<file path="config.mk">
export PLATFORM = sky130hd
export DESIGN_NAME = priority_ready_queue
export DESIGN_NICKNAME = d
export VERILOG_FILES = /design/src/prq_pkg.sv /design/src/prq_cell.sv /design/src/priority_ready_queue.sv
export SDC_FILE = /design/constraint.sdc
export NUM_CORES = 1
export LEC_CHECK = 0
export BUFFER_PORTS_ARGS = -buffer_cell sky130_fd_sc_hd__buf_2
export CORE_AREA = 2 2 282 284
export CTS_BUF_LIST = sky130_fd_sc_hd__clkbuf_16
export DETAILED_ROUTE_END_ITERATION = 8
export DIE_AREA = 0 0 284 286
export SLEW_MARGIN = 20
export SYNTH_ARGS = -nofsm -noshare
export SYNTH_HDL_FRONTEND = slang
export SYNTH_SLANG_ARGS = --single-unit
</file>
<file path="constraint.sdc">
create_clock -name clock -period 7.15 [get_ports clock]
set_input_delay 1.7875 -clock clock [delete_from_list [all_inputs] [get_ports clock]]
set_output_delay 1.7875 -clock clock [all_outputs]
set_load 0.1 [all_outputs]
</file>
<file path="src/prq_pkg.sv">
// Package with the types and constants shared by the ready queue modules.
package prq_pkg;

   localparam int DEPTH   = 16;
   localparam int COUNT_W = $clog2(DEPTH + 1);
   localparam int ID_W    = 8;
   localparam int PRIO_W  = 8;
   localparam int OCC_W   = 5;

   localparam logic KIND_INSERT = 1'b0;
   localparam logic KIND_REMOVE = 1'b1;

   typedef enum logic [2:0] {
      ST_INSERTED  = 3'd0,
      ST_DUPLICATE = 3'd1,
      ST_FULL      = 3'd2,
      ST_REMOVED   = 3'd3,
      ST_EMPTY     = 3'd4
   } status_type;

   typedef struct packed {
      logic              kind;
      logic [ID_W-1:0]   proc_id;
      logic [PRIO_W-1:0] prio;
   } req_type;

   typedef struct packed {
      status_type        status;
      logic [ID_W-1:0]   out_id;
      logic [PRIO_W-1:0] out_prio;
      logic [OCC_W-1:0]  occupancy;
   } rsp_type;

   typedef struct packed {
      logic [ID_W-1:0]   id;
      logic [PRIO_W-1:0] prio;
   } entry_type;

   typedef struct packed {
      logic      insert_en;
      logic      remove_en;
      entry_type new_entry;
   } cell_ctrl_type;

   typedef struct packed {
      logic goes_after;
      logic dup;
   } cell_flags_type;

endpackage

</file>
<file path="src/prq_cell.sv">
// One queue cell: holds an entry, compares it with the new one and shifts.
module prq_cell (
   input  logic                   clock,
   input  prq_pkg::cell_ctrl_type ctrl_i,
   input  logic                   occupied_i,
   input  logic                   left_after_i,
   input  prq_pkg::entry_type     left_entry_i,
   input  prq_pkg::entry_type     right_entry_i,
   output prq_pkg::entry_type     entry_o,
   output prq_pkg::cell_flags_type flags_o
);
   import prq_pkg::*;

   entry_type entry_ff;
   entry_type entry_in;
   logic      goes_after;

   assign goes_after = occupied_i && (entry_ff.prio <= ctrl_i.new_entry.prio);

   always_comb begin
      entry_in = entry_ff;
      if (ctrl_i.insert_en && !goes_after) begin
         entry_in = left_after_i ? ctrl_i.new_entry : left_entry_i;
      end else if (ctrl_i.remove_en) begin
         entry_in = right_entry_i;
      end
   end

   always_ff @(posedge clock) begin
      entry_ff <= entry_in;
   end

   assign entry_o            = entry_ff;
   assign flags_o.goes_after = goes_after;
   assign flags_o.dup        = occupied_i && (entry_ff.id == ctrl_i.new_entry.id);

endmodule

</file>
<file path="src/priority_ready_queue.sv">
// Top level of the sorted ready queue: a row of shifting cells and a result register.
// The result of an accepted item is registered and presented in the cycle after its transfer.
// One item per cycle unless a result waits; all cells compare with the new item in parallel.
// Reset clears the entry count and the result valid; cell contents are left as they are.
// No clearing pass is needed, so the block accepts items in the first cycle after reset.
module priority_ready_queue (
   input  logic             clock,
   input  logic             reset,
   input  logic             req_valid,
   output logic             req_ready,
   input  prq_pkg::req_type req_data,
   output logic             rsp_valid,
   input  logic             rsp_ready,
   output prq_pkg::rsp_type rsp_data
);
   import prq_pkg::*;

   logic [COUNT_W-1:0] count_ff;
   logic [COUNT_W-1:0] count_in;
   logic               rsp_valid_ff;
   logic               rsp_valid_in;
   rsp_type            rsp_data_ff;
   rsp_type            rsp_data_in;

   entry_type          entries [DEPTH];
   cell_flags_type     flags   [DEPTH];
   logic [DEPTH-1:0]   occupied;
   logic [DEPTH-1:0]   after_vec;
   logic [DEPTH-1:0]   dup_vec;
   cell_ctrl_type      ctrl;

   logic fire;
   logic any_dup;
   logic full;
   logic empty;

   assign req_ready = !rsp_valid_ff || rsp_ready;
   assign fire      = req_valid && req_ready;
   assign any_dup   = |dup_vec;
   assign full      = (count_ff == COUNT_W'(DEPTH));
   assign empty     = (count_ff == '0);

   assign ctrl.insert_en        = fire && (req_data.kind == KIND_INSERT) && !any_dup && !full;
   assign ctrl.remove_en        = fire && (req_data.kind == KIND_REMOVE) && !empty;
   assign ctrl.new_entry.id     = req_data.proc_id;
   assign ctrl.new_entry.prio   = req_data.prio;

   genvar i;
   generate
      for (i = 0; i < DEPTH; i++) begin : g_cell
         logic      left_after;
         entry_type left_entry;
         entry_type right_entry;

         assign occupied[i]  = (COUNT_W'(i) < count_ff);
         assign after_vec[i] = flags[i].goes_after;
         assign dup_vec[i]   = flags[i].dup;

         if (i == 0) begin : g_head
            assign left_after = 1'b1;
            assign left_entry = ctrl.new_entry;
         end else begin : g_body
            assign left_after = after_vec[i-1];
            assign left_entry = entries[i-1];
         end

         if (i == DEPTH - 1) begin : g_tail
            assign right_entry = entries[i];
         end else begin : g_inner
            assign right_entry = entries[i+1];
         end

         prq_cell u_cell (
            .clock         (clock),
            .ctrl_i        (ctrl),
            .occupied_i    (occupied[i]),
            .left_after_i  (left_after),
            .left_entry_i  (left_entry),
            .right_entry_i (right_entry),
            .entry_o       (entries[i]),
            .flags_o       (flags[i])
         );
      end
   endgenerate

   always_comb begin
      count_in = count_ff;
      if (ctrl.insert_en) begin
         count_in = count_ff + COUNT_W'(1);
      end else if (ctrl.remove_en) begin
         count_in = count_ff - COUNT_W'(1);
      end

      rsp_data_in           = rsp_data_ff;
      rsp_data_in.out_id    = '0;
      rsp_data_in.out_prio  = '0;
      rsp_data_in.occupancy = OCC_W'(count_in);
      if (req_data.kind == KIND_INSERT) begin
         if (any_dup) begin
            rsp_data_in.status = ST_DUPLICATE;
         end else if (full) begin
            rsp_data_in.status = ST_FULL;
         end else begin
            rsp_data_in.status = ST_INSERTED;
         end
      end else begin
         if (empty) begin
            rsp_data_in.status = ST_EMPTY;
         end else begin
            rsp_data_in.status   = ST_REMOVED;
            rsp_data_in.out_id   = entries[0].id;
            rsp_data_in.out_prio = entries[0].prio;
         end
      end

      rsp_valid_in = rsp_valid_ff && !rsp_ready;
      if (fire) begin
         rsp_valid_in = 1'b1;
      end
   end

   always_ff @(posedge clock) begin
      if (reset) begin
         count_ff     <= '0;
         rsp_valid_ff <= 1'b0;
      end else begin
         count_ff     <= count_in;
         rsp_valid_ff <= rsp_valid_in;
      end
   end

   always_ff @(posedge clock) begin
      if (fire) begin
         rsp_data_ff <= rsp_data_in;
      end
   end

   assign rsp_valid = rsp_valid_ff;
   assign rsp_data  = rsp_data_ff;

   a_count_bound : assert property (@(posedge clock) disable iff (reset)
      count_ff <= COUNT_W'(DEPTH))
      else $error("Entry count exceeds the queue depth.");

   a_single_match : assert property (@(posedge clock) disable iff (reset)
      $onehot0(dup_vec))
      else $error("A process id is held in more than one cell.");

   a_insert_count : assert property (@(posedge clock) disable iff (reset)
      ctrl.insert_en |=> count_ff == $past(count_ff) + COUNT_W'(1))
      else $error("Entry count did not grow after an insert.");

   a_empty_occupancy : assert property (@(posedge clock) disable iff (reset)
      rsp_valid_ff && (rsp_data_ff.status == ST_EMPTY) |-> rsp_data_ff.occupancy == '0)
      else $error("Empty result reports a non-zero occupancy.");

endmodule

</file>
==> metrics.txt <==
# TYPE chip_impl_metric gauge
chip_impl_metric{name="switching_share",unit=""} 0.312
chip_impl_metric{name="place_congestion",unit=""} 0.856
chip_impl_metric{name="via_count_of_the_first_global_routing_pass",unit=""} 13043
chip_impl_metric{name="tritonroute_pass_1_iters",unit=""} 7
chip_impl_metric{name="vdd_ir_drop_max",unit="V"} 0.000137
chip_impl_metric{name="antenna_left",unit=""} 0
chip_impl_metric{name="cts_repair_resize_count",unit=""} 0
chip_impl_metric{name="detail_route.wirelength",unit="µm"} 52700
chip_impl_metric{name="netSwitchingPower",unit="mW"} 1.89
chip_impl_info{name="outcome",value="finished clean"} 1
chip_impl_metric{name="antenna_cells_inserted",unit=""} 0
chip_impl_info{name="synth_largest_area_cell",value="edfxtp_1"} 1
chip_impl_metric{name="drt_iter0_markers",unit=""} 762
chip_impl_info{name="critPathLaunchType",value="input port"} 1
chip_impl_metric{name="finalWorstSetupSlack",unit="ps"} 1340
chip_impl_metric{name="number_of_flip_flops_and_latches_in_the_synthesized_netlist",unit=""} 286
chip_impl_metric{name="power_report.internal_total",unit="mW"} 4.16
chip_impl_metric{name="cts.repair_timing.setup_buffer_count",unit=""} 0
chip_impl_metric{name="p_leak",unit="nW"} 7.99
chip_impl_metric{name="clock_skew",unit="ps"} 20.0
chip_impl_metric{name="h_tree_levels",unit=""} 2
chip_impl_metric{name="clk_path_buf_depth",unit=""} 3
chip_impl_metric{name="detailroute.via_count",unit=""} 12421
chip_impl_metric{name="seq_area_frac_synth",unit=""} 0.440
chip_impl_info{name="cts_root_buf",value="clkbuf_16"} 1
chip_impl_metric{name="fin_crit",unit="ps"} 5810
chip_impl_metric{name="coreArea",unit="µm²"} 78400
chip_impl_info{name="cts_tree",value="built"} 1
chip_impl_metric{name="die_width",unit="µm"} 284
chip_impl_metric{name="hold_viol_final",unit=""} 0
chip_impl_metric{name="post_synth.cell_area_avg",unit="µm²"} 12.8
chip_impl_metric{name="synth_nets",unit=""} 1670
chip_impl_metric{name="global_route.usage.total",unit=""} 0.127
chip_impl_metric{name="routed_via_density",unit=""} 4.76
chip_impl_metric{name="layout.nets",unit=""} 1689
chip_impl_metric{name="post-place-ws",unit="ps"} 844
chip_impl_metric{name="post-synth-top-area-fraction",unit=""} 0.434
chip_impl_metric{name="synth_to_final_area_change",unit="%"} 13.0
chip_impl_metric{name="netlist_instances",unit=""} 1517
chip_impl_metric{name="fmaxAchievable",unit="MHz"} 172
chip_impl_metric{name="floorplan.initialDensity",unit=""} 0.247
chip_impl_metric{name="report.final.setup_viol",unit=""} 0
chip_impl_metric{name="die_area",unit="µm²"} 81200
chip_impl_metric{name="worst-endpoint-required",unit="ps"} 7190
chip_impl_metric{name="power.sequential.fraction",unit=""} 0.408
chip_impl_metric{name="worst-slew-pin-transition",unit="ps"} 1000
chip_impl_metric{name="drive_gt1_frac",unit=""} 0.324
chip_impl_metric{name="power_density",unit="nW/µm²"} 276
chip_impl_info{name="hold_class",value="reg -> reg"} 1
chip_impl_info{name="ys.flop_type",value="edfxtp_1"} 1
chip_impl_metric{name="cts-hold-fix-buffers",unit=""} 0
chip_impl_metric{name="power.combinational.fraction",unit=""} 0.273
chip_impl_metric{name="async_flop_share",unit=""} 0
chip_impl_metric{name="clock_sink_count",unit=""} 286
chip_impl_metric{name="clk_pin_slew",unit="ps"} 60
chip_impl_metric{name="max_cap_violations",unit=""} 0
chip_impl_metric{name="maxSlewHeadroom",unit=""} 0.333
chip_impl_info{name="commonest_cells_after_routing_fill_and_taps_aside",value="mux2_2 (350), edfxtp_1 (280), ha_1 (132)"} 1
chip_impl_info{name="endpoint_kind",value="flip-flop"} 1
chip_impl_metric{name="grt_max_degree",unit=""} 33
chip_impl_metric{name="ys.warnings.count",unit=""} 0
chip_impl_metric{name="worst_skew_pair.late_latency",unit="ps"} 550
chip_impl_info{name="mostFrequentLayoutCell",value="mux2_2"} 1
chip_impl_metric{name="port_buffer_count",unit=""} 46
chip_impl_info{name="synth.area.top_cells",value="edfxtp_1 (43%), mux2_2 (20%), ha_1 (8.5%), mux2_1 (5.1%), xnor2_1 (3.9%)"} 1
chip_impl_metric{name="grt_first_pass_wirelength",unit="µm"} 81000
chip_impl_metric{name="setup-tns-final",unit="ps"} 0
chip_impl_metric{name="grt_overflow",unit=""} 0
chip_impl_info{name="worst-setup-path-type",value="in -> reg"} 1
chip_impl_metric{name="numCtsBuffers",unit=""} 36
chip_impl_metric{name="die_y",unit="µm"} 286
chip_impl_metric{name="power.clock.fraction",unit=""} 0.320
chip_impl_metric{name="detailedPlacementHpwl",unit="µm"} 38300
chip_impl_metric{name="drcViolationCount",unit=""} 0
chip_impl_info{name="setup_repair_after_global_routing_missed_its_margin",value="no"} 1
chip_impl_metric{name="synth_edf_count",unit=""} 280
chip_impl_metric{name="antenna_violations_before_repair",unit=""} 1
chip_impl_metric{name="drv_slew",unit=""} 0
chip_impl_metric{name="critical_path_maximum_fanout",unit=""} 32
chip_impl_metric{name="wire_per_inst",unit="µm"} 20.2
chip_impl_metric{name="post_route_clock_period_utilization",unit=""} 0.812
chip_impl_metric{name="final_core_util",unit=""} 0.279
chip_impl_metric{name="syn-cell-area",unit="µm²"} 19400
chip_impl_metric{name="rows",unit=""} 103
chip_impl_metric{name="io_pins",unit=""} 47
chip_impl_metric{name="synthDistinctLibCells",unit=""} 52
chip_impl_metric{name="endpoint_arrival_time_on_the_critical_path",unit="ps"} 5850
==> routing by layer <==
layer  vias up  wire, µm  track usage  share of wire
met5         -        12            0        0.00023
met3        84      2720       0.0214          0.052
met4         2      1410       0.0426          0.027
met2       327     25400        0.217           0.48
met1      6233     23200        0.164           0.44
li1       5775         -            -              -
==> power groups by stage <==
stage                     clock, mW  combinational, mW  sequential [mW]
after floorplan                   0               1.16             2.49
after global placement            0               1.61             2.49
after detailed placement          0               1.64             2.50
after CTS                      1.97               1.65             2.46
after global routing           2.02               1.79             2.50
final                          1.93               1.65             2.47
==> final cells by class <==
type | instances | area [µm²]
Fill cell | 8073 | 56500
Multi-Input combinational cell | 1108 | 10300
Sequential cell | 286 | 8530
Tap cell | 1050 | 1310
Clock buffer | 37 | 926
Timing Repair Buffer | 72 | 425
Clock inverter | 27 | 304
Inverter | 32 | 120
==> path summary, 6_finish.rpt <==
path	start	end	slack, ps	cells after the start
max	req_data[12]	g_cell[2].u_cell.entry_o[0]	1340	9
min	rsp_valid	rsp_valid	520	2
max reg2reg	count_ff[2]	g_cell[2].u_cell.entry_o[0]	2390	8
min reg2reg	rsp_valid	rsp_valid	520	2
==> stage by stage <==
step | cells | hold WS, ps | area [µm²] | total power [mW]
after CTS | 2612 | 521 | 21900 | 6.08
after global routing | 2612 | 554 | 21900 | 6.30
after floorplan | 1517 | 540 | 19400 | 3.65
after global placement | 2548 | 496 | 20700 | 4.10
after detailed placement | 2548 | 511 | 20700 | 4.14
final | 2612 | 522 | 21900 | 6.05
==> state kept, by name (all words and copies together), names as in the netlist <==
| register | count |
|---|---|
| rsp_valid | 1 |
| count_ff | 5 |
| g_cell.u_cell.entry_o | 256 |
| rsp_data | 24 |
==> synthesized netlist by cell type (all sizes together) (6+ instances only) <==
library cell  number
nand4             47
a21o              33
nand3             14
nor3              12
xnor2             86
edfxtp           280
a21oi             51
o21ai             54
inv               32
ha               132
nand2b            15
mux2             451
nor2b             12
nor4              11
buf               41
dfxtp              6
xor2              43
and2              20
nor2              19
or2               22
mux2i             19
nand2             34
clkbuf            50
==> kinds of logic (layout without fill, tap and decap cells) <==
group / Yosys count / after routing / share of synthesized area
AOI/OAI and AO/OA: 162 / 162 / 0.0498
adders and majority gates: 132 / 132 / 0.0852
xor gates and xnor gates: 129 / 129 / 0.0583
DFF: 286 / 286 / 0.440
muxes: 470 / 470 / 0.274
buffers and inverters: 123 / 168 / 0.0299
and+or+nand+nor: 215 / 215 / 0.0624
==> worst max-delay path, stage by stage <==
cell	delay, ps
buf_2	670
xnor2_1	190
nand4_1	160
nor3_1	450
a41o_1	310
nor4_4	100
nand2_2	450
or2_1	830
nand2_1	870
Note: power is estimated with default switching activity, not from simulation.
